===== src/rtl/core/riea_pkg.sv =====
// package with opcodes, touch codes and shared types of the remote input aggregator
`timescale 1ns / 1ps
package riea_pkg;

   typedef enum logic [3:0] {
      OP_KEY       = 4'd0,
      OP_TRIM      = 4'd1,
      OP_ENCODER   = 4'd2,
      OP_TOUCH     = 4'd3,
      OP_LEVEL     = 4'd4,
      OP_DISCONN   = 4'd5,
      OP_TAKE_KEYS = 4'd6,
      OP_TAKE_TRIM = 4'd7,
      OP_TAKE_DT   = 4'd8,
      OP_READ_OFS  = 4'd9,
      OP_POP_TOUCH = 4'd10
   } opcode_type;

   localparam logic [1:0] TOUCH_DOWN = 2'd0;
   localparam logic [1:0] TOUCH_UP   = 2'd1;

   localparam logic [1:0] REG_RELEASE = 2'd0;
   localparam logic [1:0] REG_ENC_DT  = 2'd1;
   localparam logic [1:0] REG_WIDTH   = 2'd2;
   localparam logic [1:0] REG_HEIGHT  = 2'd3;

   localparam int COORD_BITS = 15;

   // touch transition ring, power of two so the slot is the low sequence bits
   localparam int RING_DEPTH = 8;
   localparam int RING_BITS  = 3;

   typedef struct packed {
      logic [COORD_BITS-1:0] y;
      logic [COORD_BITS-1:0] x;
   } point_type;

   typedef struct packed {
      logic      pressed;
      point_type pt;
   } sample_type;

   function automatic logic [COORD_BITS-1:0] clamp_coord(
      input logic signed [15:0] raw, input logic [15:0] limit);
      logic [15:0] lm1;
      begin
         lm1 = limit - 16'd1;
         if (raw[15] || limit == 16'd0) clamp_coord = '0;
         else if ({1'b0, raw[14:0]} >= limit) clamp_coord = lm1[COORD_BITS-1:0];
         else clamp_coord = raw[14:0];
      end
   endfunction

endpackage


===== src/rtl/core/riea_core.sv =====
// state registers and combinational next-state update of the remote input aggregator
`timescale 1ns / 1ps
module riea_core #(
   parameter int MASK_BITS  = 32
) (
   input  logic        clock,
   input  logic        reset,
   input  logic        step,
   input  logic [3:0]  op,
   input  logic [7:0]  bit_index,
   input  logic        is_pressed,
   input  logic signed [7:0] enc_steps,
   input  logic [1:0]  touch_event,
   input  logic signed [15:0] coord_x,
   input  logic signed [15:0] coord_y,
   input  logic [31:0] keys_level,
   input  logic [31:0] trims_level,
   input  logic        finger_down,
   input  logic [31:0] now_ms,
   input  logic [15:0] release_timeout_ms,
   input  logic [15:0] encoder_idle_dt_ms,
   input  logic [15:0] screen_width,
   input  logic [15:0] screen_height,
   output logic [31:0] mask_out,
   output logic signed [31:0] enc_offset,
   output logic [31:0] dt_out,
   output logic        touch_valid,
   output riea_pkg::sample_type touch_sample
);
   localparam int RW = riea_pkg::RING_BITS;
   localparam logic [31:0] RD = 32'(riea_pkg::RING_DEPTH);

   logic [31:0] keys_held_ff, keys_held_in, keys_lat_ff, keys_lat_in;
   logic [31:0] trims_held_ff, trims_held_in, trims_lat_ff, trims_lat_in;
   logic [31:0] enc_accum_ff, enc_accum_in, enc_dt_ff, enc_dt_in;
   logic        link_active_ff, link_active_in;
   logic [31:0] last_pkt_ff, last_pkt_in, epoch_ff, epoch_in, drop_seq_ff, drop_seq_in;
   riea_pkg::point_type latest_ff, latest_in, cons_pt_ff, cons_pt_in;
   logic [31:0] touch_seq_ff, touch_seq_in;
   riea_pkg::sample_type ring_ff [riea_pkg::RING_DEPTH];
   logic        prod_down_ff, prod_down_in;
   logic [31:0] last_click_ff, last_click_in;
   logic        has_click_ff, has_click_in;
   logic [31:0] seen_epoch_ff, seen_epoch_in, taken_ff, taken_in;
   logic        cons_down_ff, cons_down_in;

   logic        push;
   riea_pkg::sample_type push_s;
   logic        lost;
   logic [31:0] el, dt, taken_v;
   logic [31:0] bitm;
   logic [14:0] cx, cy;

   assign lost = !link_active_ff || ((now_ms - last_pkt_ff) > {16'd0, release_timeout_ms});
   assign cx = riea_pkg::clamp_coord(coord_x, screen_width);
   assign cy = riea_pkg::clamp_coord(coord_y, screen_height);
   assign el = now_ms - last_click_ff;
   assign dt = (has_click_ff && el < {16'd0, encoder_idle_dt_ms}) ? el
             : {16'd0, encoder_idle_dt_ms};

   always_comb begin
      bitm = '0;
      if ({24'd0, bit_index} < 32'(MASK_BITS)) bitm = 32'd1 << bit_index;
   end

   always_comb begin
      keys_held_in = keys_held_ff; keys_lat_in = keys_lat_ff;
      trims_held_in = trims_held_ff; trims_lat_in = trims_lat_ff;
      enc_accum_in = enc_accum_ff; enc_dt_in = enc_dt_ff;
      link_active_in = link_active_ff; last_pkt_in = last_pkt_ff;
      epoch_in = epoch_ff; drop_seq_in = drop_seq_ff;
      latest_in = latest_ff; touch_seq_in = touch_seq_ff;
      prod_down_in = prod_down_ff; last_click_in = last_click_ff;
      has_click_in = has_click_ff; seen_epoch_in = seen_epoch_ff;
      taken_in = taken_ff; cons_down_in = cons_down_ff; cons_pt_in = cons_pt_ff;
      push = 1'b0; push_s = '0; taken_v = taken_ff;
      mask_out = '0; enc_offset = '0; dt_out = '0; touch_valid = 1'b0;
      touch_sample = '0;
      case (op)
         riea_pkg::OP_KEY, riea_pkg::OP_TRIM: begin
            link_active_in = 1'b1; last_pkt_in = now_ms;
            if (op == riea_pkg::OP_KEY) begin
               if (is_pressed) begin
                  keys_held_in = keys_held_ff | bitm; keys_lat_in = keys_lat_ff | bitm;
               end else keys_held_in = keys_held_ff & ~bitm;
            end else begin
               if (is_pressed) begin
                  trims_held_in = trims_held_ff | bitm; trims_lat_in = trims_lat_ff | bitm;
               end else trims_held_in = trims_held_ff & ~bitm;
            end
         end
         riea_pkg::OP_ENCODER: begin
            link_active_in = 1'b1; last_pkt_in = now_ms;
            if (enc_steps != 8'sd0) begin
               last_click_in = now_ms; has_click_in = 1'b1;
               enc_dt_in = enc_dt_ff + dt;
               enc_accum_in = enc_accum_ff + 32'(enc_steps);
            end
         end
         riea_pkg::OP_TOUCH, riea_pkg::OP_LEVEL: begin
            if (lost) begin
               prod_down_in = 1'b0; drop_seq_in = touch_seq_ff; epoch_in = epoch_ff + 32'd1;
            end
            link_active_in = 1'b1; last_pkt_in = now_ms;
            if (op == riea_pkg::OP_TOUCH) begin
               latest_in = '{y: cy, x: cx};
               if ((touch_event == riea_pkg::TOUCH_DOWN || touch_event == riea_pkg::TOUCH_UP)
                   && ((touch_event == riea_pkg::TOUCH_DOWN) != prod_down_in)) begin
                  prod_down_in = (touch_event == riea_pkg::TOUCH_DOWN);
                  push = 1'b1;
                  push_s = '{pressed: prod_down_in, pt: '{y: cy, x: cx}};
               end
            end else begin
               keys_held_in = keys_level;
               trims_held_in = trims_level;
               if (finger_down) begin
                  latest_in = '{y: cy, x: cx};
                  if (!prod_down_in) begin
                     prod_down_in = 1'b1; push = 1'b1;
                     push_s = '{pressed: 1'b1, pt: '{y: cy, x: cx}};
                  end
               end else if (prod_down_in) begin
                  prod_down_in = 1'b0; push = 1'b1;
                  push_s = '{pressed: 1'b0, pt: latest_ff};
               end
            end
            if (push) touch_seq_in = touch_seq_ff + 32'd1;
         end
         riea_pkg::OP_DISCONN: begin
            keys_held_in = '0; keys_lat_in = '0; trims_held_in = '0; trims_lat_in = '0;
            prod_down_in = 1'b0; drop_seq_in = touch_seq_ff; epoch_in = epoch_ff + 32'd1;
            has_click_in = 1'b0; link_active_in = 1'b0;
         end
         riea_pkg::OP_TAKE_KEYS: begin
            if (lost) begin
               keys_held_in = '0; keys_lat_in = '0;
            end else begin
               mask_out = keys_held_ff | keys_lat_ff; keys_lat_in = '0;
            end
         end
         riea_pkg::OP_TAKE_TRIM: begin
            if (lost) begin
               trims_held_in = '0; trims_lat_in = '0;
            end else begin
               mask_out = trims_held_ff | trims_lat_ff; trims_lat_in = '0;
            end
         end
         riea_pkg::OP_TAKE_DT: begin
            dt_out = enc_dt_ff; enc_dt_in = '0;
         end
         riea_pkg::OP_READ_OFS: enc_offset = enc_accum_ff;
         riea_pkg::OP_POP_TOUCH: begin
            if (lost || epoch_ff != seen_epoch_ff) begin
               seen_epoch_in = epoch_ff;
               taken_v = lost ? touch_seq_ff : drop_seq_ff;
            end
            taken_in = taken_v;
            if ((lost || epoch_ff != seen_epoch_ff) && cons_down_ff) begin
               cons_down_in = 1'b0; touch_valid = 1'b1;
               touch_sample = '{pressed: 1'b0, pt: cons_pt_ff};
            end else if (!lost || epoch_ff == seen_epoch_ff) begin
               if ((touch_seq_ff - taken_v) >= RD) taken_v = touch_seq_ff - (RD - 32'd1);
               taken_in = taken_v;
               if (taken_v != touch_seq_ff) begin
                  cons_pt_in = ring_ff[taken_v[RW-1:0]].pt;
                  cons_down_in = ring_ff[taken_v[RW-1:0]].pressed;
                  taken_in = taken_v + 32'd1;
                  touch_valid = 1'b1;
                  touch_sample = '{pressed: cons_down_in, pt: cons_pt_in};
               end else if (cons_down_ff) begin
                  cons_pt_in = latest_ff; touch_valid = 1'b1;
                  touch_sample = '{pressed: 1'b1, pt: latest_ff};
               end
            end
         end
         default: ;
      endcase
   end

   always_ff @(posedge clock) begin
      if (reset) begin
         keys_held_ff <= '0; keys_lat_ff <= '0; trims_held_ff <= '0; trims_lat_ff <= '0;
         enc_accum_ff <= '0; enc_dt_ff <= '0; link_active_ff <= 1'b0; last_pkt_ff <= '0;
         epoch_ff <= '0; drop_seq_ff <= '0; latest_ff <= '0; touch_seq_ff <= '0;
         prod_down_ff <= 1'b0; last_click_ff <= '0; has_click_ff <= 1'b0;
         seen_epoch_ff <= '0; taken_ff <= '0; cons_down_ff <= 1'b0; cons_pt_ff <= '0;
         for (int i = 0; i < riea_pkg::RING_DEPTH; i++) ring_ff[i] <= '0;
      end else if (step) begin
         keys_held_ff <= keys_held_in; keys_lat_ff <= keys_lat_in;
         trims_held_ff <= trims_held_in; trims_lat_ff <= trims_lat_in;
         enc_accum_ff <= enc_accum_in; enc_dt_ff <= enc_dt_in;
         link_active_ff <= link_active_in; last_pkt_ff <= last_pkt_in;
         epoch_ff <= epoch_in; drop_seq_ff <= drop_seq_in; latest_ff <= latest_in;
         touch_seq_ff <= touch_seq_in; prod_down_ff <= prod_down_in;
         last_click_ff <= last_click_in; has_click_ff <= has_click_in;
         seen_epoch_ff <= seen_epoch_in; taken_ff <= taken_in;
         cons_down_ff <= cons_down_in; cons_pt_ff <= cons_pt_in;
         if (push) ring_ff[touch_seq_ff[RW-1:0]] <= push_s;
      end
   end

   a_epoch_step: assert property (@(posedge clock) disable iff (reset)
      step |=> (epoch_ff == $past(epoch_ff)) || (epoch_ff == $past(epoch_ff) + 32'd1))
      else $error("epoch jumped");
   a_seq_step: assert property (@(posedge clock) disable iff (reset)
      step |=> (touch_seq_ff - $past(touch_seq_ff)) <= 32'd1)
      else $error("touch sequence jumped");
   a_touch_pop_only: assert property (@(posedge clock) disable iff (reset)
      touch_valid |-> op == riea_pkg::OP_POP_TOUCH)
      else $error("touch sample outside pop");
endmodule


===== src/rtl/core/remote_input_event_aggregator.sv =====
// top level of the remote input aggregator: input register, config registers, result register
`timescale 1ns / 1ps
// Takes one word per cycle while the result side keeps up. A word is registered, then the state
// update and its result are computed from the input register into a result register, which
// raises rsp_valid; while the result side stalls, the word waits in the input register.
// Configuration writes are taken only while the input register is empty.
module remote_input_event_aggregator #(
   parameter int MASK_BITS  = 32
) (
   input  logic        clock,
   input  logic        reset,
   input  logic        req_valid,
   output logic        req_ready,
   input  logic [3:0]  req_opcode,
   input  logic [7:0]  req_bit_index,
   input  logic        req_is_pressed,
   input  logic signed [7:0] req_enc_steps,
   input  logic [1:0]  req_touch_event,
   input  logic signed [15:0] req_coord_x,
   input  logic signed [15:0] req_coord_y,
   input  logic [31:0] req_keys_level,
   input  logic [31:0] req_trims_level,
   input  logic        req_finger_down,
   input  logic [31:0] req_now_ms,
   output logic        rsp_valid,
   input  logic        rsp_ready,
   output logic [31:0] rsp_mask_out,
   output logic signed [31:0] rsp_enc_offset,
   output logic [31:0] rsp_dt_out,
   output logic        rsp_touch_valid,
   output logic [14:0] rsp_touch_x_out,
   output logic [14:0] rsp_touch_y_out,
   output logic        rsp_touch_pressed,
   input  logic        csr_valid,
   output logic        csr_ready,
   input  logic [1:0]  csr_index,
   input  logic [15:0] csr_data
);
   logic        in_vld_ff;
   logic [3:0]  op_ff;
   logic [7:0]  idx_ff;
   logic        prs_ff, fd_ff;
   logic signed [7:0] st_ff;
   logic [1:0]  ev_ff;
   logic signed [15:0] x_ff, y_ff;
   logic [31:0] kl_ff, tl_ff, now_ff;
   logic [15:0] rto_ff, edt_ff, sw_ff, sh_ff;
   logic        step, out_free;
   logic [31:0] m, d;
   logic signed [31:0] o;
   logic        tv;
   riea_pkg::sample_type ts;

   assign out_free  = !rsp_valid || rsp_ready;
   assign step      = in_vld_ff && out_free;
   assign req_ready = !in_vld_ff || out_free;
   assign csr_ready = !in_vld_ff;

   always_ff @(posedge clock) begin
      if (reset) in_vld_ff <= 1'b0;
      else if (req_ready) in_vld_ff <= req_valid;
      if (req_ready && req_valid) begin
         op_ff <= req_opcode; idx_ff <= req_bit_index; prs_ff <= req_is_pressed;
         st_ff <= req_enc_steps; ev_ff <= req_touch_event; x_ff <= req_coord_x;
         y_ff <= req_coord_y; kl_ff <= req_keys_level; tl_ff <= req_trims_level;
         fd_ff <= req_finger_down; now_ff <= req_now_ms;
      end
   end

   always_ff @(posedge clock) begin
      if (reset) begin
         rto_ff <= 16'd500; edt_ff <= 16'd200; sw_ff <= 16'd480; sh_ff <= 16'd272;
      end else if (csr_valid && csr_ready) begin
         case (csr_index)
            riea_pkg::REG_RELEASE: rto_ff <= csr_data;
            riea_pkg::REG_ENC_DT:  edt_ff <= csr_data;
            riea_pkg::REG_WIDTH:   sw_ff  <= csr_data;
            riea_pkg::REG_HEIGHT:  sh_ff  <= csr_data;
            default: ;
         endcase
      end
   end

   riea_core #(.MASK_BITS(MASK_BITS)) u_core (
      .clock(clock), .reset(reset), .step(step), .op(op_ff), .bit_index(idx_ff),
      .is_pressed(prs_ff), .enc_steps(st_ff), .touch_event(ev_ff), .coord_x(x_ff),
      .coord_y(y_ff), .keys_level(kl_ff), .trims_level(tl_ff), .finger_down(fd_ff),
      .now_ms(now_ff), .release_timeout_ms(rto_ff), .encoder_idle_dt_ms(edt_ff),
      .screen_width(sw_ff), .screen_height(sh_ff), .mask_out(m), .enc_offset(o),
      .dt_out(d), .touch_valid(tv), .touch_sample(ts));

   always_ff @(posedge clock) begin
      if (reset) rsp_valid <= 1'b0;
      else if (out_free) rsp_valid <= in_vld_ff;
      if (step) begin
         rsp_mask_out <= m; rsp_enc_offset <= o; rsp_dt_out <= d;
         rsp_touch_valid <= tv; rsp_touch_x_out <= ts.pt.x;
         rsp_touch_y_out <= ts.pt.y; rsp_touch_pressed <= ts.pressed;
      end
   end

   a_hold: assert property (@(posedge clock) disable iff (reset)
      (rsp_valid && !rsp_ready) |=> rsp_valid && $stable(rsp_mask_out))
      else $error("result dropped while stalled");
   a_step_out: assert property (@(posedge clock) disable iff (reset)
      step |=> rsp_valid)
      else $error("processed word produced no result");
   a_touch_zero: assert property (@(posedge clock) disable iff (reset)
      (rsp_valid && !rsp_touch_valid) |-> (rsp_touch_x_out == 15'd0 && !rsp_touch_pressed))
      else $error("touch fields set without sample");
endmodule

===== config.mk =====
export PLATFORM = sky130hd
export DESIGN_NAME = remote_input_event_aggregator
export DESIGN_NICKNAME = d
export VERILOG_FILES = /design/src/rtl/core/riea_pkg.sv /design/src/rtl/core/riea_core.sv /design/src/rtl/core/remote_input_event_aggregator.sv
export SDC_FILE = /design/constraint.sdc
export NUM_CORES = 2
export LEC_CHECK = 0
export ABC_AREA = 0
export BUFFER_PORTS_ARGS = -buffer_cell sky130_fd_sc_hd__buf_4
export CAP_MARGIN = 20
export CORE_MARGIN = 1
export CORE_UTILIZATION = 55
export CTS_BUF_LIST = sky130_fd_sc_hd__clkbuf_16
export DETAILED_ROUTE_END_ITERATION = 8
export GPL_ROUTABILITY_DRIVEN = 0
export PLACE_DENSITY = 0.73
export SLEW_MARGIN = 20
export SYNTH_ARGS = -nofsm -noshare
export SYNTH_HDL_FRONTEND = slang
export SYNTH_SLANG_ARGS = --single-unit

===== constraint.sdc =====
create_clock -name clock -period 13.9 [get_ports clock]
set_input_delay 0.695 -clock clock [delete_from_list [all_inputs] [get_ports clock]]
set_output_delay 0.695 -clock clock [all_outputs]
set_load 0.005 [all_outputs]

==> reports/results.txt <==
post-synthesis mux area share: 0.04715
Yosys reg bits: 1074
RR Endpoint: u_core.taken_ff[31]$_SDFFE_PP0P_
Synth Area in Compound Gates: 0.1609
DRT iter0 DRCs: 5090
CP max FO: 25
first-pass GRT wire length: 258200 um
commonest non-fill, non-tap cell in the layout: nand2_1
die height: 323.6 um
Global Route Usage Sum: 0.3172
Final min period: 12970 ps
syn_area_per_cell: 8.935 um^2
Critical Path AT: 13560 ps
skew final: 38.73 ps
final wirelength: 170200 um
initial antenna violation count: 19
crit path launch: now_ff[4]$_DFFE_PP_
Seq/Total Area, Yosys: 0.4710
Via density: 6.060
DRC: 0
Die ar.: 0.1047 mm^2
CTS tree: done
post-synth cell types: 95
Root Buffer: clkbuf_16
CTS clock-pin slew for the worst setup and hold paths: 70 ps
Setup crit start kind: flop
number of clock sinks: 1074
Pleak: 24.32 nW
Pre-antenna DRT Iters: 9
Fmax: 0.07711 GHz
WS Path Type: flop to flop
worst setup path endpoint: u_core.taken_ff[31]$_SDFFE_PP0P_
Post-Synth Adder-Cell Area: 0.05060
Worst slew margin: 0.1467
pin count of the biggest net entering global routing: 172
layout cells sized above 1: 0.1119
Slowest Stage Delay on Critical Path: 990 ps
worst r2r path cells: 38
outcome: finished, final reports clean
Buffers on Ports: 305
final core utilization: 0.6271
Worst Max-Slew Pin Slew: 1248 ps
Post-synth EDFFs: 528
DR vias: 48416
Mapped Area: 0.05687 mm^2
WL per Instance: 21.30 um
Critical-path top delay cell: nor3_4
# IOs: 306
Longest Clk Path Bufs: 3
Crit path required time: 14490 ps
DRT antenna net count: 0
setup TNS: 0 ps
total congestion overflow: 0
# setup viols final: 0
dpl hpwl: 112600 um
largest family of logic cells by synthesized area: simple AND/OR/NAND/NOR gates
Slew Limit Fails: 0
CP Capture Type: flop
H-tree depth: 3
Top FF cell, synth: dfxtp_1
ys async rst share: 0
R2R Setup Slk: 930 ps
Inserted Clock Buffers: 109
Die X: 323.6 um
pwr dens: 112.9 mW/mm^2
Initial Utilization: 0.5565
worst r2r src: now_ff[4]$_DFFE_PP_
xor and xnor area share after synthesis: 0.04112
nets@finish: 6919
core region area: 0.1022 mm^2
Synth Area in Simple Gates: 0.1904
buffers inserted by post-CTS timing repair: 0
post_cts resized: 0
Final Hold Viols: 0
Worst-Skew Late Latency: 720 ps
vias in the first global route: 45326
Worst Hold Class: input pin to flop
P&R area growth vs syn: 12.68%
worst vdd ir: 0.1154 mV
count of hold-fix buffers inserted at cts: 0
Final Cycle Share: 0.9329
Syn. warnings: 0
RSZ-0062 raised after global routing: no
max-cap viol count: 0
# fillers: 8556
Post-Synthesis Cells: 6365
Final WS setup: 932.1 ps
Place WS: 1226 ps
commonest cells after routing, fill and taps aside: nand2_1 (954), nor2_1 (831), a21oi_1 (651)
std cell rows: 117
[cells in the mapped netlist, types with 45 or more instances]
cell      number  area share
nand2_1      959       0.063
nor2_1       841       0.056
a21oi_1      655       0.058
dfxtp_1      546        0.19
edfxtp_1     528        0.28
clkbuf_1     332       0.022
o21ai_0      252       0.022
ha_1         222       0.049
inv_1        213       0.014
xnor2_1      181       0.028
mux2i_1      170       0.030
nor3_1       121       0.011
nand3_1       98      0.0086
and2_1        90      0.0099
mux2_2        87       0.017
xor2_1        86       0.013
o211ai_1      73      0.0096
a211oi_1      68      0.0090
a21o_1        61      0.0081
o22ai_1       54      0.0059
nand4_1       51      0.0056
nand2b_1      46      0.0051
or3_1         45      0.0050
[cells by family after synthesis]
kind of cell               count (synthesis)
DFF                                     1074
adders and majority gates                227
and+or+nand+nor                         2465
buffers and inverters                    581
other                                      1
xor gates and xnor gates                 267
muxes                                    257
AOI/OAI and AO/OA                       1493
[registers in the layout, indices dropped and copies added (netlist names), 30 cells and up, named ones only]
register              flops
u_core.enc_accum_ff      32
u_core.drop_seq_ff       32
u_core.keys_lat_ff       32
u_core.ring_ff          248
u_core.enc_dt_ff         32
now_ff                   32
u_core.seen_epoch_ff     32
u_core.taken_ff          32
kl_ff                    32
u_core.touch_seq_ff      32
u_core.last_click_ff     32
u_core.trims_lat_ff      32
u_core.last_pkt_ff       32
tl_ff                    32
u_core.latest_ff         30
u_core.epoch_ff          32
rsp_mask_out             32
u_core.cons_pt_ff        30
rsp_dt_out               32
rsp_enc_offset           32
[worst min path at each step]
stage | start | to | slack (ps) | cells after the start
5_1_grt | req_keys_level[1] | kl_ff[1]$_DFFE_PP_ | 120 | 1
3_5_place_dp | u_core.taken_ff[9]$_SDFFE_PP0P_ | u_core.taken_ff[9]$_SDFFE_PP0P_ | 430 | 2
3_3_place_gp | u_core.taken_ff[9]$_SDFFE_PP0P_ | u_core.taken_ff[9]$_SDFFE_PP0P_ | 420 | 2
2_1_floorplan | u_core.taken_ff[9]$_SDFFE_PP0P_ | u_core.taken_ff[9]$_SDFFE_PP0P_ | 410 | 2
4_1_cts | req_keys_level[15] | kl_ff[15]$_DFFE_PP_ | 120 | 1
6_report | req_keys_level[1] | kl_ff[1]$_DFFE_PP_ | 140 | 1
[layout make-up]
type | instances | area, um^2 | share of cell area
Clock buffer | 118 | 2953 | 0.04608
Sequential cell | 1074 | 26790 | 0.4180
Timing Repair Buffer | 393 | 2990 | 0.04667
Inverter | 215 | 812.0 | 0.01267
Clock inverter | 88 | 670.6 | 0.01047
Antenna cell | 9 | 22.52 | 0.0003515
Tap cell | 1368 | 1712 | 0.02671
Multi-Input combinational cell | 4724 | 28140 | 0.4391
[metrics by stage]
stage          std cells  cell area [um^2]  hold WS, ps  total power [W]
3_3_place_gp        7772             60370        424.3         0.004297
6_report            7989             64080        142.4         0.007238
3_5_place_dp        7773             60390        433.5         0.004314
2_1_floorplan       6379             56920        411.6         0.004034
5_1_grt             7986             64070        124.7         0.007460
4_1_cts             7979             64010        121.3         0.007243
[layer usage]
layer | vias up | wire, um | global-route usage
met2 | 2317 | 76040 | 0.4961
li1 | 22798 | - | -
met1 | 22838 | 68980 | 0.4180
met5 | - | 138 | 0
met3 | 441 | 18330 | 0.08510
met4 | 22 | 6679 | 0.1245
[power breakdown]
| part | switching [W] | internal (W) | total [W] | leakage (nW) |
|---|---|---|---|---|
| clock | 0.00130 | 0.00166 | 0.00297 | 1.84 |
| combinational | 0.000530 | 0.000290 | 0.000821 | 12.8 |
| sequential | 0.0000507 | 0.00340 | 0.00345 | 9.72 |
[worst max-delay path, delay by kind of cell (launching register included)]
kind / cells / cell delay, ps
buffers and inverters: 2 / 710
DFF: 1 / 450
and+or+nand+nor: 15 / 6680
xor gates and xnor gates: 1 / 160
adders and majority gates: 3 / 1040
AOI/OAI and AO/OA: 17 / 3760
No activity file was read; power rests on OpenSTA's default activity.
